File: src/rtl/core/lpg_pkg.sv
// lpg_pkg: shared types, constants and helpers of the line pixel generator
// no dependencies; imported by every module of the block
package lpg_pkg;

  // coordinate and decision widths
  localparam int COORD_BITS = 10;
  localparam int DEC_BITS   = COORD_BITS + 3;
  localparam int COLOR_BITS = 24;

  typedef logic [COORD_BITS-1:0]      coord_t;
  typedef logic signed [DEC_BITS-1:0] dec_t;
  typedef logic [COLOR_BITS-1:0]      color_t;
  typedef logic [1:0]                 oct_t;

  // command codes
  localparam logic CMD_BEGIN = 1'b0;
  localparam logic CMD_STEP  = 1'b1;

  // octant cases
  localparam oct_t OCT_SHALLOW_UP   = 2'd0;
  localparam oct_t OCT_STEEP_UP     = 2'd1;
  localparam oct_t OCT_STEEP_DOWN   = 2'd2;
  localparam oct_t OCT_SHALLOW_DOWN = 2'd3;

  // walker state of one line
  typedef struct packed {
    coord_t cur_x;
    coord_t cur_y;
    coord_t stop_x;
    coord_t stop_y;
    coord_t delta_x;
    coord_t delta_y;
    dec_t   decision;
    oct_t   octant;
  } line_state_t;

  // zero-extend a coordinate into the signed decision width
  function automatic dec_t widen(coord_t v);
    return dec_t'({{(DEC_BITS-COORD_BITS){1'b0}}, v});
  endfunction

endpackage

File: src/rtl/core/lpg_setup.sv
// lpg_setup: endpoint ordering, extents, octant choice and starting decision
// depends on lpg_pkg
module lpg_setup (
  input  lpg_pkg::coord_t      x_start,
  input  lpg_pkg::coord_t      y_start,
  input  lpg_pkg::coord_t      x_end,
  input  lpg_pkg::coord_t      y_end,
  output lpg_pkg::line_state_t line_init
);
  import lpg_pkg::*;

  logic   swap;
  coord_t x0, y0, x1, y1;
  coord_t dx, ady;
  logic   dy_neg;
  oct_t   oct;
  dec_t   dec_shallow, dec_steep;

  // order endpoints so that x never falls
  assign swap = x_start > x_end;
  assign x0   = swap ? x_end   : x_start;
  assign y0   = swap ? y_end   : y_start;
  assign x1   = swap ? x_start : x_end;
  assign y1   = swap ? y_start : y_end;

  // extents of the line
  assign dx     = x1 - x0;
  assign dy_neg = y1 < y0;
  assign ady    = dy_neg ? (y0 - y1) : (y1 - y0);

  // octant choice
  always_comb begin
    if (!dy_neg && ady <= dx) begin
      oct = OCT_SHALLOW_UP;
    end else if (!dy_neg) begin
      oct = OCT_STEEP_UP;
    end else if (ady >= dx) begin
      oct = OCT_STEEP_DOWN;
    end else begin
      oct = OCT_SHALLOW_DOWN;
    end
  end

  // midpoint starting values
  assign dec_shallow = (widen(ady) <<< 1) - widen(dx);
  assign dec_steep   = widen(ady) - (widen(dx) <<< 1);

  always_comb begin
    line_init.cur_x   = x0;
    line_init.cur_y   = y0;
    line_init.stop_x  = x1;
    line_init.stop_y  = y1;
    line_init.delta_x = dx;
    line_init.delta_y = ady;
    line_init.octant  = oct;
    case (oct)
      OCT_SHALLOW_UP, OCT_SHALLOW_DOWN: line_init.decision = dec_shallow;
      default:                          line_init.decision = dec_steep;
    endcase
  end

endmodule

File: src/rtl/core/lpg_step.sv
// lpg_step: end-of-line test and one error-term step of the walker
// depends on lpg_pkg
module lpg_step (
  input  lpg_pkg::line_state_t cur,
  output logic                 last,
  output lpg_pkg::line_state_t nxt
);
  import lpg_pkg::*;

  dec_t twice_dx, twice_dy;

  assign twice_dx = widen(cur.delta_x) <<< 1;
  assign twice_dy = widen(cur.delta_y) <<< 1;

  // the major axis decides when the end point is reached
  always_comb begin
    if (cur.octant inside {OCT_SHALLOW_UP, OCT_SHALLOW_DOWN}) begin
      last = cur.cur_x == cur.stop_x;
    end else begin
      last = cur.cur_y == cur.stop_y;
    end
  end

  // one step along the major axis, minor axis by the error term
  always_comb begin
    nxt = cur;
    case (cur.octant)
      OCT_SHALLOW_UP: begin
        if (cur.decision > 0) begin
          nxt.cur_y    = cur.cur_y + coord_t'(1);
          nxt.decision = cur.decision - twice_dx + twice_dy;
        end else begin
          nxt.decision = cur.decision + twice_dy;
        end
        nxt.cur_x = cur.cur_x + coord_t'(1);
      end
      OCT_STEEP_UP: begin
        if (cur.decision < 0) begin
          nxt.cur_x    = cur.cur_x + coord_t'(1);
          nxt.decision = cur.decision + twice_dy - twice_dx;
        end else begin
          nxt.decision = cur.decision - twice_dx;
        end
        nxt.cur_y = cur.cur_y + coord_t'(1);
      end
      OCT_STEEP_DOWN: begin
        if (cur.decision < 0) begin
          nxt.cur_x    = cur.cur_x + coord_t'(1);
          nxt.decision = cur.decision + twice_dy - twice_dx;
        end else begin
          nxt.decision = cur.decision - twice_dx;
        end
        nxt.cur_y = cur.cur_y - coord_t'(1);
      end
      default: begin
        if (cur.decision > 0) begin
          nxt.cur_y    = cur.cur_y - coord_t'(1);
          nxt.decision = cur.decision - twice_dx + twice_dy;
        end else begin
          nxt.decision = cur.decision + twice_dy;
        end
        nxt.cur_x = cur.cur_x + coord_t'(1);
      end
    endcase
  end

endmodule

File: src/rtl/core/line_pixel_generator_top.sv
// Line pixel generator: a begin word loads two endpoints and a pen colour and
// emits the first pixel of the line at once; each step word emits the next
// pixel, the final one flagged by last_pixel. A step word while no line is
// active is consumed and gives no pixel. One word is taken every clock and a
// pixel leaves every clock when the output is not stalled: a word is captured
// in the input register, the setup and step logic run in a single pass, and
// the pixel is then registered in the result register once that is free.
// Both channels use valid/ready; while a finished pixel waits, the input
// register still takes one word, and any word (a step with no line included)
// leaves it only once the result register is free.
// depends on lpg_pkg, lpg_setup, lpg_step
module line_pixel_generator_top (
  input  logic                clk,
  input  logic                rst,
  input  logic                cmd_valid,
  output logic                cmd_ready,
  input  logic                command,
  input  lpg_pkg::coord_t     x_start,
  input  lpg_pkg::coord_t     y_start,
  input  lpg_pkg::coord_t     x_end,
  input  lpg_pkg::coord_t     y_end,
  input  lpg_pkg::color_t     pen_color,
  output logic                pixel_valid,
  input  logic                pixel_ready,
  output lpg_pkg::coord_t     pixel_x,
  output lpg_pkg::coord_t     pixel_y,
  output lpg_pkg::color_t     pixel_color,
  output logic                last_pixel
);
  import lpg_pkg::*;

  // input register
  logic   hold_full;
  logic   hold_command;
  coord_t hold_x_start, hold_y_start, hold_x_end, hold_y_end;
  color_t hold_color;

  // line state
  line_state_t st;
  logic        line_active;
  color_t      held_color;

  line_state_t setup_state, base, stepped;
  logic        is_begin, emits, at_last, fire;
  color_t      color_sel;

  assign fire      = hold_full && (!pixel_valid || pixel_ready);
  assign cmd_ready = !hold_full || fire;

  // capture the incoming word
  always_ff @(posedge clk) begin
    if (rst) begin
      hold_full <= 1'b0;
    end else if (cmd_ready) begin
      hold_full <= cmd_valid;
    end
    if (cmd_valid && cmd_ready) begin
      hold_command <= command;
      hold_x_start <= x_start;
      hold_y_start <= y_start;
      hold_x_end   <= x_end;
      hold_y_end   <= y_end;
      hold_color   <= pen_color;
    end
  end

  lpg_setup u_setup (
    .x_start   (hold_x_start),
    .y_start   (hold_y_start),
    .x_end     (hold_x_end),
    .y_end     (hold_y_end),
    .line_init (setup_state)
  );

  // a begin word starts from fresh state, a step word from the walker
  assign is_begin  = hold_command == CMD_BEGIN;
  assign base      = is_begin ? setup_state : st;
  assign color_sel = is_begin ? hold_color : held_color;
  assign emits     = is_begin || line_active;

  lpg_step u_step (
    .cur  (base),
    .last (at_last),
    .nxt  (stepped)
  );

  // walker state update
  always_ff @(posedge clk) begin
    if (rst) begin
      line_active <= 1'b0;
    end else if (fire && emits) begin
      line_active <= !at_last;
    end
    if (fire && emits) begin
      st         <= at_last ? base : stepped;
      held_color <= color_sel;
    end
  end

  // result register
  always_ff @(posedge clk) begin
    if (rst) begin
      pixel_valid <= 1'b0;
    end else if (fire && emits) begin
      pixel_valid <= 1'b1;
    end else if (pixel_ready) begin
      pixel_valid <= 1'b0;
    end
    if (fire && emits) begin
      pixel_x     <= base.cur_x;
      pixel_y     <= base.cur_y;
      pixel_color <= color_sel;
      last_pixel  <= at_last;
    end
  end

endmodule

File: config.mk
export PLATFORM = sky130hd
export DESIGN_NAME = line_pixel_generator_top
export DESIGN_NICKNAME = d
export VERILOG_FILES = /design/src/rtl/core/lpg_pkg.sv /design/src/rtl/core/lpg_setup.sv /design/src/rtl/core/lpg_step.sv /design/src/rtl/core/line_pixel_generator_top.sv
export SDC_FILE = /design/constraint.sdc
export NUM_CORES = 1
export LEC_CHECK = 0
export BUFFER_PORTS_ARGS = -buffer_cell sky130_fd_sc_hd__buf_2
export CORE_ASPECT_RATIO = 0.7
export CORE_MARGIN = 3
export CORE_UTILIZATION = 45
export DETAILED_ROUTE_END_ITERATION = 10
export MAX_ROUTING_LAYER = met4
export PLACE_DENSITY = 0.65
export SLEW_MARGIN = 10
export SYNTH_ARGS = -nofsm -noshare
export SYNTH_HDL_FRONTEND = slang
export SYNTH_HIERARCHICAL = 1
export SYNTH_SLANG_ARGS = --single-unit
export TNS_END_PERCENT = 5
File: constraint.sdc
create_clock -name clk -period 28.2 [get_ports clk]
set_input_delay 4.23 -clock clk [delete_from_list [all_inputs] [get_ports clk]]
set_output_delay 4.23 -clock clk [all_outputs]
set_load 0.005 [all_outputs]
==> impl_metrics.json <==
{
  "cp_max_fo": 41,
  "coreArea_sq_um": 32600,
  "final.period_utilization": 0.417,
  "num_vias": 11679,
  "n_antenna_cell": 0,
  "synth_cells": 1483,
  "cp.required_ns": 28.41,
  "layout.nets": 1685,
  "path_class": "flip-flop to flip-flop",
  "hold_buffers": 0,
  "fin_skew_ns": 0.0153,
  "cts_tree": "yes",
  "drive_gt1_frac": 0.226,
  "start_util": 0.460,
  "grt_pass1_wl_microns": 64900,
  "post-route-min-period_ns": 11.75,
  "start_kind": "flip-flop",
  "cp-end-kind": "flip-flop",
  "grt_max_degree": 68,
  "avgRoutedWirePerCell_microns": 21.7,
  "drt-pass1-iter-count": 6,
  "post_cts_buffers": 0,
  "drtIter0Drc": 1419,
  "synth_edf_count": 185,
  "avgSynthCellArea_sq_um": 10.1,
  "p_leak_nw": 6.35,
  "ys_seq_area_frac": 0.375,
  "hpwl_microns": 32600,
  "synth_nets": 1647,
  "cts_buffers": 17,
  "fmax_mhz": 85.1,
  "rows": 55,
  "place_ws_ns": 16.36,
  "clock_latency_ns": 0.46,
  "worst_pin_slew_ns": 0.995,
  "clk_pin_slew_ns": 0.09,
  "relSlewSlack": 0.337,
  "worstHoldStart": "hold_color[18]",
  "gp_congestion": 0.939,
  "slew_viol_final": 0,
  "die_w_microns": 224,
  "drv_cap": 0,
  "finalHoldViolCount": 0,
  "r2r-start": "hold_x_start[8]",
  "p_per_area_nw_per_um2": 133,
  "die_height_microns": 159,
  "viasPerCell": 5.96,
  "holdCritPathClass": "flip-flop to flip-flop",
  "ys_warn_count": 6,
  "async_flop_share": 0,
  "synth_ff_type": "edfxtp_1",
  "cp_data_arrival_time_ns": 11.96,
  "grt_use_total": 0.248,
  "startpoint": "hold_x_start[8]",
  "io_pins": 116,
  "clockBufferDepth": 2,
  "grt_overflow": 0,
  "rsz0062_at_grt": "no",
  "fin_ws_ns": 16.45,
  "antenna_left": 0,
  "grt_pass1_vias": 10617,
  "tns_ns": 0,
  "netlist_area_sq_um": 15000,
  "critPathMaxStageDelay_ns": 0.66,
  "cts-root-buf": "clkbuf_16",
  "h-tree-depth": 4,
  "routed_wl_microns": 42600,
  "ys_ff_latch": 188,
  "cp_slowest_cell": "mux2i_2",
  "drc": 0,
  "die_area_sq_um": 35600,
  "yosysUniqueCellTypes": 91,
  "io_buffers": 115,
  "antenna_found_initial": 0,
  "peakVddDrop_mv": 0.0928,
  "outcome": "completed",
  "cts_resized": 0,
  "clock-sinks": 188,
  "syn2layout_area_growth_pct": 7.68,
  "final-setup-viol-count": 0
}
[per-layer routing]
metal  global-route usage  routed length [microns]  vias up
met5                    -                        0        -
met4               0.0316                      398        0
met3               0.0592                     4100       34
met2                0.323                    16200      486
met1                0.391                    21900     5614
li1                     -                        -     5545
[report_power, final]
part	internal [mW]	switching (mW)	total (mW)
combinational	0.626	0.909	1.54
clock	0.120	0.125	0.244
sequential	0.358	0.0102	0.368
[stage by stage]
| stage | hold WS (ns) | instance area, sq um | utilization | cells | power, mW |
|---|---|---|---|---|---|
| 3_3_place_gp | 0.401 | 15500 | 0.477 | 1929 | 1.83 |
| 5_1_grt | 0.423 | 16100 | 0.496 | 1961 | 2.32 |
| 3_5_place_dp | 0.405 | 15500 | 0.477 | 1929 | 1.86 |
| 4_1_cts | 0.419 | 16100 | 0.496 | 1961 | 2.11 |
| 2_1_floorplan | 0.400 | 15000 | - | 1483 | 1.53 |
| 6_report | 0.416 | 16100 | 0.496 | 1961 | 2.15 |
[area by class of cell]
type                       instances  area, sq um
fill                            2965        16400
multi-input combinational       1116         8470
timing repair buffer             124          643
inverter                          74          278
tap                              427          534
clock inverter                    15          169
clock buffer                      17          425
sequential                       188         5620
[logic make-up after synthesis]
kind of cell / share of synthesized area
AO/OA/AOI/OAI: 0.152
XOR/XNOR: 0.0585
adder cells (fa/ha/maj): 0.0910
buffers and inverters: 0.0622
flip-flops: 0.375
multiplexers: 0.134
AND/OR/NAND/NOR: 0.128
[critical path, delay by kind of cell (launching register included)]
kind	cells	cell delay (ns)
multiplexers	4	1.57
AND/OR/NAND/NOR	9	2.32
buffers and inverters	4	0.64
AO/OA/AOI/OAI	18	3.41
XOR/XNOR	4	1.14
flip-flops	1	0.44
adder cells (fa/ha/maj)	6	1.98
[synth_stat cells (5+ instances only)]
| cell type | instances | area (sq um) |
|---|---|---|
| o21a_1 | 11 | 82.6 |
| and2_1 | 7 | 43.8 |
| and3_1 | 12 | 75.1 |
| nor2b_1 | 20 | 125 |
| o211ai_1 | 12 | 90.1 |
| fa_1 | 6 | 120 |
| nand3_1 | 26 | 130 |
| buf_2 | 19 | 95.1 |
| a21o_1 | 20 | 150 |
| or3_1 | 11 | 68.8 |
| a31oi_1 | 13 | 81.3 |
| buf_1 | 6 | 22.5 |
| a21oi_1 | 95 | 475 |
| nand2_1 | 120 | 450 |
| xor2_1 | 45 | 394 |
| nor4_1 | 13 | 81.3 |
| o21ai_0 | 105 | 526 |
| mux2_4 | 39 | 586 |
| a211oi_1 | 14 | 105 |
| o22ai_1 | 5 | 31.3 |
| buf_6 | 9 | 101 |
| maj3_1 | 13 | 130 |
| nand2b_1 | 15 | 93.8 |
| nor3_1 | 29 | 145 |
| xnor2_1 | 55 | 482 |
| edfxtp_1 | 185 | 5560 |
| clkbuf_1 | 26 | 97.6 |
| a311oi_1 | 9 | 78.8 |
| buf_4 | 45 | 338 |
| a41oi_1 | 5 | 43.8 |
| mux2_2 | 115 | 1290 |
| mux2i_1 | 12 | 120 |
| inv_1 | 71 | 267 |
| nand4_1 | 11 | 68.8 |
| ha_1 | 89 | 1110 |
| or2_2 | 6 | 37.5 |
| nor2_1 | 90 | 338 |
[layout by cell type (no fill, tap or decap), drive strengths merged, types with 6 or more instances in the layout]
| master | instances |
|---|---|
| maj3 | 13 |
| o211ai | 12 |
| nand2b | 15 |
| nor4 | 15 |
| edfxtp | 185 |
| a311oi | 9 |
| xor2 | 45 |
| nor2 | 91 |
| a211oi | 15 |
| a31oi | 13 |
| nor2b | 20 |
| o21a | 11 |
| or3 | 12 |
| a21oi | 96 |
| nand4 | 11 |
| a21boi | 6 |
| nand3 | 27 |
| a21o | 20 |
| nor3 | 30 |
| nand2 | 121 |
| ha | 89 |
| xnor2 | 55 |
| o21ai | 109 |
| and2 | 7 |
| clkinv | 7 |
| mux2 | 154 |
| buf | 124 |
| and3 | 12 |
| mux2i | 12 |
| clkbuf | 17 |
| inv | 80 |
| fa | 6 |
| or2 | 7 |
[final timing paths]
check,end,slack (ns),cells past startpoint
setup / recovery,st[14],16.45,45
hold / removal,pixel_color[18],0.42,0
setup reg to reg,st[14],16.45,45
hold reg to reg,pixel_color[18],0.42,0
[flip-flops by register name, summed over array words and instances, names as in the netlist]
signal,flops
hold_color,24
hold_x_start,10
line_active,1
hold_y_end,10
hold_y_start,10
pixel_valid,1
hold_x_end,10
st,75
pixel_color,24
hold_full,1
hold_command,1
pixel_x,10
pixel_y,10
last_pixel,1
No activity file was read; power rests on OpenSTA's default activity.
